--- src/rtl/core/rpcu_pkg.sv ---
// ----------------------------------------------------------------------------
// RGBA pixel compositing unit - package
// Channel widths, operation and register codes, shared arithmetic helpers.
// ----------------------------------------------------------------------------
`timescale 1ns / 1ps

package rpcu_pkg;

  localparam int ChanBits = 8;
  localparam int PixBits  = 4 * ChanBits;
  localparam int OpBits   = 3;
  localparam int CfgIdxBits = 2;
  localparam logic [ChanBits-1:0] ChanMax = {ChanBits{1'b1}};

  localparam logic [PixBits-1:0] MaskKeyReset = '0;
  localparam logic [PixBits-1:0] TintReset    = {PixBits{1'b1}};

  typedef enum logic [OpBits-1:0] {
    OP_MASK      = 3'd0,
    OP_INV_ALPHA = 3'd1,
    OP_MOD_SRC   = 3'd2,
    OP_MOD_TINT  = 3'd3,
    OP_BLEND     = 3'd4
  } op_e;

  typedef enum logic [CfgIdxBits-1:0] {
    CFG_MASK_KEY = 2'd0,
    CFG_TINT     = 2'd1
  } cfg_idx_e;

  typedef logic [ChanBits-1:0] chan_t;
  typedef logic [2*ChanBits-1:0] prod_t;

  // floor(x / 255) for x below 65280: (x + (x >> 8) + 1) >> 8
  function automatic chan_t div255(input prod_t x);
    logic [2*ChanBits:0] t;
    begin
      t = {1'b0, x} + {{(ChanBits+1){1'b0}}, x[2*ChanBits-1:ChanBits]} + 17'd1;
      return t[2*ChanBits-1:ChanBits];
    end
  endfunction

  // a*b/255 rounded to nearest
  function automatic chan_t modulate(input chan_t a, input chan_t b);
    prod_t p;
    begin
      p = prod_t'(a * b) + prod_t'(ChanMax >> 1);
      return div255(p);
    end
  endfunction

endpackage

--- src/rtl/core/rpcu_if.sv ---
// ----------------------------------------------------------------------------
// RGBA pixel compositing unit - stream interfaces
// Request channel (canvas, brush, operation) and result pixel channel.
// ----------------------------------------------------------------------------
`timescale 1ns / 1ps

interface rpcu_in_if;
  logic                                valid;
  logic                                ready;
  logic [rpcu_pkg::OpBits-1:0]   operation;
  logic [rpcu_pkg::ChanBits-1:0] dst_red;
  logic [rpcu_pkg::ChanBits-1:0] dst_green;
  logic [rpcu_pkg::ChanBits-1:0] dst_blue;
  logic [rpcu_pkg::ChanBits-1:0] dst_alpha;
  logic [rpcu_pkg::ChanBits-1:0] src_red;
  logic [rpcu_pkg::ChanBits-1:0] src_green;
  logic [rpcu_pkg::ChanBits-1:0] src_blue;
  logic [rpcu_pkg::ChanBits-1:0] src_alpha;

  modport source (
    output valid, operation, dst_red, dst_green, dst_blue, dst_alpha,
           src_red, src_green, src_blue, src_alpha,
    input  ready
  );
  modport sink (
    input  valid, operation, dst_red, dst_green, dst_blue, dst_alpha,
           src_red, src_green, src_blue, src_alpha,
    output ready
  );
endinterface

interface rpcu_out_if;
  logic                                valid;
  logic                                ready;
  logic [rpcu_pkg::ChanBits-1:0] out_red;
  logic [rpcu_pkg::ChanBits-1:0] out_green;
  logic [rpcu_pkg::ChanBits-1:0] out_blue;
  logic [rpcu_pkg::ChanBits-1:0] out_alpha;

  modport source (
    output valid, out_red, out_green, out_blue, out_alpha,
    input  ready
  );
  modport sink (
    input  valid, out_red, out_green, out_blue, out_alpha,
    output ready
  );
endinterface

--- src/rtl/core/rgba_pixel_compositing_unit.sv ---
// ----------------------------------------------------------------------------
// RGBA pixel compositing unit
// Per-pixel RGBA8 mask, alpha invert, modulate and blend-over.
// ----------------------------------------------------------------------------
//  channel   dir  handshake      payload
//  in_i      in   valid/ready    operation, dst_{r,g,b,a}, src_{r,g,b,a}
//  out_o     out  valid/ready    out_{red,green,blue,alpha}
//  cfg       in   cfg_we_i       cfg_idx_i, cfg_data_i (no read-back)
//
//  Result becomes valid after the request passes the input register, then
//  the result register. One request per cycle sustained while out_o is ready.
//  Per-channel 8x8 multiplies and a divide-by-255 sit between the registers.
//  Reset clears both valid flags and loads the register reset values.
//  A stalled result holds; a request is still taken while the input register
//  is empty, or while the result register is empty or being drained.
// ----------------------------------------------------------------------------
`timescale 1ns / 1ps

module rgba_pixel_compositing_unit (
  input  logic                                 clk_i,
  input  logic                                 rst_ni,
  rpcu_in_if.sink                              in_i,
  rpcu_out_if.source                           out_o,
  input  logic                                 cfg_we_i,
  input  logic [rpcu_pkg::CfgIdxBits-1:0] cfg_idx_i,
  input  logic [rpcu_pkg::PixBits-1:0]    cfg_data_i
);

  // configuration
  logic [rpcu_pkg::PixBits-1:0] key_q;
  logic [rpcu_pkg::PixBits-1:0] tint_q;

  always_ff @(posedge clk_i or negedge rst_ni) begin
    if (!rst_ni) begin
      key_q  <= rpcu_pkg::MaskKeyReset;
      tint_q <= rpcu_pkg::TintReset;
    end else if (cfg_we_i) begin
      case (cfg_idx_i)
        rpcu_pkg::CFG_MASK_KEY: key_q  <= cfg_data_i;
        rpcu_pkg::CFG_TINT:     tint_q <= cfg_data_i;
        default: ;
      endcase
    end
  end

  // input register
  logic                                 s1_valid_q;
  logic [rpcu_pkg::OpBits-1:0]    op_q;
  rpcu_pkg::chan_t                dst_q [4];
  rpcu_pkg::chan_t                src_q [4];
  logic                                 s1_adv;
  logic                                 in_accept;

  assign s1_adv    = !out_o.valid || out_o.ready;
  assign in_i.ready = !s1_valid_q || s1_adv;
  assign in_accept = in_i.valid && in_i.ready;

  always_ff @(posedge clk_i or negedge rst_ni) begin
    if (!rst_ni) begin
      s1_valid_q <= 1'b0;
    end else if (in_i.ready) begin
      s1_valid_q <= in_i.valid;
    end
  end

  always_ff @(posedge clk_i) begin
    if (in_accept) begin
      op_q     <= in_i.operation;
      dst_q[0] <= in_i.dst_red;
      dst_q[1] <= in_i.dst_green;
      dst_q[2] <= in_i.dst_blue;
      dst_q[3] <= in_i.dst_alpha;
      src_q[0] <= in_i.src_red;
      src_q[1] <= in_i.src_green;
      src_q[2] <= in_i.src_blue;
      src_q[3] <= in_i.src_alpha;
    end
  end

  // datapath
  rpcu_pkg::chan_t key_ch  [4];
  rpcu_pkg::chan_t tint_ch [4];
  rpcu_pkg::chan_t mod_src [4];
  rpcu_pkg::chan_t mod_tint[4];
  rpcu_pkg::chan_t blend   [3];
  rpcu_pkg::chan_t res_d   [4];
  rpcu_pkg::chan_t fac;
  rpcu_pkg::chan_t fac_inv;
  logic [rpcu_pkg::ChanBits+1:0] fac_sum;
  logic                                key_hit;

  // R sits in the top byte of the packed registers
  always_comb begin
    for (int i = 0; i < 4; i++) begin
      key_ch[i]  = key_q[(3-i)*rpcu_pkg::ChanBits +: rpcu_pkg::ChanBits];
      tint_ch[i] = tint_q[(3-i)*rpcu_pkg::ChanBits +: rpcu_pkg::ChanBits];
      mod_src[i]  = rpcu_pkg::modulate(dst_q[i], src_q[i]);
      mod_tint[i] = rpcu_pkg::modulate(dst_q[i], tint_ch[i]);
    end
  end

  assign key_hit = (dst_q[0] == key_ch[0]) && (dst_q[1] == key_ch[1]) &&
                   (dst_q[2] == key_ch[2]) && (dst_q[3] == key_ch[3]);

  // f = min(255, sa + 255 - da); only used when da is nonzero
  assign fac_sum = {2'b00, src_q[3]} + {2'b00, rpcu_pkg::ChanMax}
                 - {2'b00, dst_q[3]};
  assign fac     = (fac_sum > {2'b00, rpcu_pkg::ChanMax}) ? rpcu_pkg::ChanMax
                 : fac_sum[rpcu_pkg::ChanBits-1:0];
  assign fac_inv = rpcu_pkg::ChanMax - fac;

  always_comb begin
    for (int i = 0; i < 3; i++) begin
      blend[i] = rpcu_pkg::div255(rpcu_pkg::prod_t'(dst_q[i] * fac_inv)
                                + rpcu_pkg::prod_t'(src_q[i] * fac));
    end
  end

  always_comb begin
    for (int i = 0; i < 4; i++) begin
      res_d[i] = dst_q[i];
    end
    case (op_q)
      rpcu_pkg::OP_MASK: begin
        for (int i = 0; i < 4; i++) begin
          res_d[i] = key_hit ? rpcu_pkg::ChanMax : '0;
        end
      end
      rpcu_pkg::OP_INV_ALPHA: begin
        res_d[3] = rpcu_pkg::ChanMax - dst_q[3];
      end
      rpcu_pkg::OP_MOD_SRC: begin
        for (int i = 0; i < 4; i++) begin
          res_d[i] = mod_src[i];
        end
      end
      rpcu_pkg::OP_MOD_TINT: begin
        for (int i = 0; i < 4; i++) begin
          res_d[i] = mod_tint[i];
        end
      end
      rpcu_pkg::OP_BLEND: begin
        if (src_q[3] == '0) begin
          // transparent brush: canvas stays
        end else if (dst_q[3] == '0) begin
          for (int i = 0; i < 4; i++) begin
            res_d[i] = src_q[i];
          end
        end else begin
          for (int i = 0; i < 3; i++) begin
            res_d[i] = blend[i];
          end
          res_d[3] = (src_q[3] > dst_q[3]) ? src_q[3] : dst_q[3];
        end
      end
      default: ;
    endcase
  end

  // result register
  logic            out_valid_q;
  rpcu_pkg::chan_t res_q [4];

  always_ff @(posedge clk_i or negedge rst_ni) begin
    if (!rst_ni) begin
      out_valid_q <= 1'b0;
    end else if (s1_adv) begin
      out_valid_q <= s1_valid_q;
    end
  end

  always_ff @(posedge clk_i) begin
    if (s1_adv && s1_valid_q) begin
      for (int i = 0; i < 4; i++) begin
        res_q[i] <= res_d[i];
      end
    end
  end

  assign out_o.valid     = out_valid_q;
  assign out_o.out_red   = res_q[0];
  assign out_o.out_green = res_q[1];
  assign out_o.out_blue  = res_q[2];
  assign out_o.out_alpha = res_q[3];

endmodule

--- src/flat_wrapper.sv ---
// flat-port wrapper written by rule: the top's interface ports become plain ports
module rgba_pixel_compositing_unit_flat 
  (clk_i, rst_ni, cfg_we_i, cfg_idx_i, cfg_data_i, in_i_valid, in_i_operation, in_i_dst_red, in_i_dst_green, in_i_dst_blue, in_i_dst_alpha, in_i_src_red, in_i_src_green, in_i_src_blue, in_i_src_alpha, in_i_ready, out_o_valid, out_o_out_red, out_o_out_green, out_o_out_blue, out_o_out_alpha, out_o_ready);
  rpcu_in_if in_i_i ();
  rpcu_out_if out_o_i ();
  input  logic clk_i;
  input  logic rst_ni;
  input  logic cfg_we_i;
  input  logic [rpcu_pkg::CfgIdxBits-1:0] cfg_idx_i;
  input  logic [rpcu_pkg::PixBits-1:0] cfg_data_i;
  input wire logic [$bits(in_i_i.valid)-1:0] in_i_valid;
  input wire logic [$bits(in_i_i.operation)-1:0] in_i_operation;
  input wire logic [$bits(in_i_i.dst_red)-1:0] in_i_dst_red;
  input wire logic [$bits(in_i_i.dst_green)-1:0] in_i_dst_green;
  input wire logic [$bits(in_i_i.dst_blue)-1:0] in_i_dst_blue;
  input wire logic [$bits(in_i_i.dst_alpha)-1:0] in_i_dst_alpha;
  input wire logic [$bits(in_i_i.src_red)-1:0] in_i_src_red;
  input wire logic [$bits(in_i_i.src_green)-1:0] in_i_src_green;
  input wire logic [$bits(in_i_i.src_blue)-1:0] in_i_src_blue;
  input wire logic [$bits(in_i_i.src_alpha)-1:0] in_i_src_alpha;
  output wire logic [$bits(in_i_i.ready)-1:0] in_i_ready;
  output wire logic [$bits(out_o_i.valid)-1:0] out_o_valid;
  output wire logic [$bits(out_o_i.out_red)-1:0] out_o_out_red;
  output wire logic [$bits(out_o_i.out_green)-1:0] out_o_out_green;
  output wire logic [$bits(out_o_i.out_blue)-1:0] out_o_out_blue;
  output wire logic [$bits(out_o_i.out_alpha)-1:0] out_o_out_alpha;
  input wire logic [$bits(out_o_i.ready)-1:0] out_o_ready;
  assign in_i_i.valid = in_i_valid;
  assign in_i_i.operation = in_i_operation;
  assign in_i_i.dst_red = in_i_dst_red;
  assign in_i_i.dst_green = in_i_dst_green;
  assign in_i_i.dst_blue = in_i_dst_blue;
  assign in_i_i.dst_alpha = in_i_dst_alpha;
  assign in_i_i.src_red = in_i_src_red;
  assign in_i_i.src_green = in_i_src_green;
  assign in_i_i.src_blue = in_i_src_blue;
  assign in_i_i.src_alpha = in_i_src_alpha;
  assign in_i_ready = in_i_i.ready;
  assign out_o_valid = out_o_i.valid;
  assign out_o_out_red = out_o_i.out_red;
  assign out_o_out_green = out_o_i.out_green;
  assign out_o_out_blue = out_o_i.out_blue;
  assign out_o_out_alpha = out_o_i.out_alpha;
  assign out_o_i.ready = out_o_ready;
  rgba_pixel_compositing_unit u_core (.clk_i(clk_i), .rst_ni(rst_ni), .in_i(in_i_i), .out_o(out_o_i), .cfg_we_i(cfg_we_i), .cfg_idx_i(cfg_idx_i), .cfg_data_i(cfg_data_i));
endmodule
--- config.mk ---
export PLATFORM = sky130hd
export DESIGN_NAME = rgba_pixel_compositing_unit_flat
export DESIGN_NICKNAME = d
export VERILOG_FILES = /design/src/rtl/core/rpcu_pkg.sv /design/src/rtl/core/rpcu_if.sv /design/src/rtl/core/rgba_pixel_compositing_unit.sv /design/src/flat_wrapper.sv
export SDC_FILE = /design/constraint.sdc
export NUM_CORES = 2
export LEC_CHECK = 0
export BUFFER_PORTS_ARGS = -buffer_cell sky130_fd_sc_hd__clkbuf_2
export CAP_MARGIN = 25
export CORE_MARGIN = 4
export CORE_UTILIZATION = 50
export DETAILED_ROUTE_END_ITERATION = 10
export PLACE_DENSITY = 0.72
export SETUP_SLACK_MARGIN = 0.05
export SLEW_MARGIN = 20
export SYNTH_ARGS = -nofsm -noshare
export SYNTH_HDL_FRONTEND = slang
export SYNTH_SLANG_ARGS = --single-unit
export TNS_END_PERCENT = 30
--- constraint.sdc ---
create_clock -name clk_i -period 18.1 [get_ports clk_i]
set_input_delay 1.81 -clock clk_i [delete_from_list [all_inputs] [get_ports clk_i]]
set_output_delay 1.81 -clock clk_i [all_outputs]
set_load 0.05 [all_outputs]
==> results by group <==
Run status
  – Outcome: complete, no violations

STA
  – Clk_skew: 0.0255 ns
  – Fin crit share: between 60% and 70%
  – Final setup fails: 0
  – Worst slew margin: 28.4%
  – Final hold violations: 0
  – Tmin final: 11.12 ns
  – Setup TNS: 0 ns
  – Fmax: 89.9 MHz
  – Final Max Slew Viols: 0
  – RSZ-0062 raised after global routing: no
  – Slew @ Worst Pin: 1.07 ns

Clock tree
  – Maximum root-to-sink buffer count: 2
  – H-tree lvl count: 4
  – Clk slew on worst S/H paths: 0.09 ns
  – Clk_lat worst skew: between 0.5 and 0.6 ns
  – CTS Hold Bufs: 0
  – Cts bufs inserted: 17
  – Clock tree from TritonCTS: yes
  – Post-CTS Resized: 0
  – Num Clock Sinks: 165
  – Post-CTS Setup Inserts: 0
  – Root Driver: clkbuf_16

Worst setup path
  – RR Startpoint: u_core.src_q[3][3]
  – CP peak stage delay: 0.60 ns
  – Top cell family by delay on the critical path: adder cells
  – Startpoint types: flop
  – WP data arrival: roughly 11 ns
  – CP required: 18.34 ns
  – Critical path depth: 37
  – Crit Path Max Fanout: 18
  – Critical path class: flop to flop
  – Worst setup EP type: flop
  – Worst R2R End: u_core.res_q[1][3]
  – CP dominant cell by count: fa_1
  – Reg2Reg Setup Slack: 6.98 ns
  – Worst R2R Path Depth: 37
  – Critical path buffer and inverter count: 5
  – Critical-path top delay cell: edfxtp_1
  – CP startpoint: u_core.src_q[3][3]

Job
  – Max Cap Viol: 0

Min path
  – Min-delay src: u_core.s1_valid_q
  – Worst Hold End: u_core.out_o.valid
  – Hold crit path type: flop to flop
  – Hold depth: 1

Synthesis
  – Cell area after synthesis: around 0.043 sq mm
  – Ys async rst share: 40.0%
  – Biggest area consumer among synthesized cells: fa_1
  – Ys Warns: 0
  – Sequential element share of the synthesized area: 11.0%
  – Synth top area cells: fa_1, ha_1, inv_1
  – Prevailing post-synth register cell: edfxtp_1
  – Yosys reg bits: roughly 170
  – Synth top area share: 29.4%
  – EDFF count, synth: 99
  – Syn avg cell area: slightly below 9 sq um
  – Netlist cell types: 88
  – Mapped Cells: 4,842

Global route
  – Overall Global Routing Usage: 25.6%
  – Vias in the first global route: around 35,000
  – Largest net degree at the start of global routing: 67
  – First-pass GRT wire length: 184,000 microns
  – Initial antenna violation count: 4
  – Total global routing overflow: 0

Cells and area
  – Fill count: 7,801
  – Most common cell after layout, fill and taps aside: inv_1
  – Layout cell share with drive strength beyond 1: approximately 7.8%
  – Reg area: 0.00466 sq mm
  – Synthesis-to-finish area growth: 5.69%
  – Area of the multi-input gates: 0.0338 sq mm
  – Final-stage net count: 6,127
  – Most frequent cells in the layout: inv_1, fa_1, nand2_1

Floorplanning
  – Rows: 106
  – Overall die width: 300 microns
  – Die area: 0.0899 sq mm
  – Core Region: 0.0841 sq mm
  – Height of the chip: 300 microns
  – Initial core utilization: between 50 and 60%
  – Top Ports: 140

Detailed routing
  – Drc violations: 0
  – Vias/cell: around 5.6
  – Initial DRC Count: 2,162
  – Routed WL: between 100,000 and 150,000 microns
  – Wirelength per Cell: 18.7 microns
  – First-pass detailed-route iteration total: 6
  – Routed vias: 33,700
  – Antenna viol nets, final: 0

Placed design
  – Post-DP HPWL: 85,200 microns
  – GPL Wtd Cong: 0.905
  – Port Buf Inserts: 139
Yosys cell counts (24+ instances only):
library cell,number
clkbuf_1,206
nand3_1,57
o21a_1,40
edfxtp_1,99
fa_1,625
inv_1,884
dfrtp_1,34
nor2b_1,71
mux2_2,73
nand2b_1,24
ha_1,554
a21oi_1,153
a31oi_1,27
o21ai_0,138
nor3_1,40
xnor2_1,139
and2_1,350
xor2_1,75
a21o_1,47
a211oi_1,43
nand2_1,587
nor2_1,160
dfstp_2,32
and3_1,29
worst max path at each step:
stage,end
finish,u_core.res_q[1][3]
global route,u_core.res_q[1][3]
CTS,u_core.res_q[0][3]
detailed placement,u_core.res_q[0][3]
global placement,u_core.res_q[0][3]
floorplan,u_core.res_q[0][3]
per-layer routing:
| layer | part of all wire, % | global-route usage (%) | vias up | wire, microns |
|---|---|---|---|---|
| li1 | - | - | 15500 | - |
| met1 | 42 | 33.4 | 16700 | 46900 |
| met2 | 46 | 42.2 | 1163 | 51800 |
| met3 | 7.4 | 4.64 | 264 | 8260 |
| met4 | 4.4 | 10.4 | 4 | 4950 |
| met5 | 0.024 | 0 | - | 27 |
per-stage QoR:
stage               area [sq um]  instances  worst slack [ns]  hold WS [ns]  utilization [%]
floorplan                  42600       4844              8.15         0.449                -
global placement           44400       5954              7.32         0.465             52.7
detailed placement         44400       5956              7.08         0.486             52.8
CTS                        45000       5988              7.02         0.495             53.5
global route               45000       5989              6.16         0.523             53.5
finish                     45000       5991              6.98         0.489             53.5
layout make-up:
class                   count  area share (%)
multi-input cells        3569            75.0
repair buffers            205            2.77
flip-flops and latches    165            10.4
clock buffers              19           0.984
diodes                      2          0.0111
inverters                 884            7.37
clock inverters            13           0.297
well taps                1134            3.15
state kept, by name, summed over array words and instances, names as in the netlist:
signal              cells
u_core.key_ch          32
u_core.src_q           32
u_core.s1_valid_q       1
u_core.out_o.valid      1
u_core.res_q           32
u_core.dst_q           32
u_core.op_q             3
u_core.tint_ch         32
kinds of logic after synthesis:
kind of cell	synth area share (%)
buf+inv	9.80
xor+xnor	4.56
simple gates	16.8
flops	11.0
compound gates	10.0
fa+ha+maj	45.7
mux	2.21
other cells	0.00881
Power is left out: the tool's default activity adds up to more than one toggle a clock period on the data nets, which glitch-free logic cannot reach.
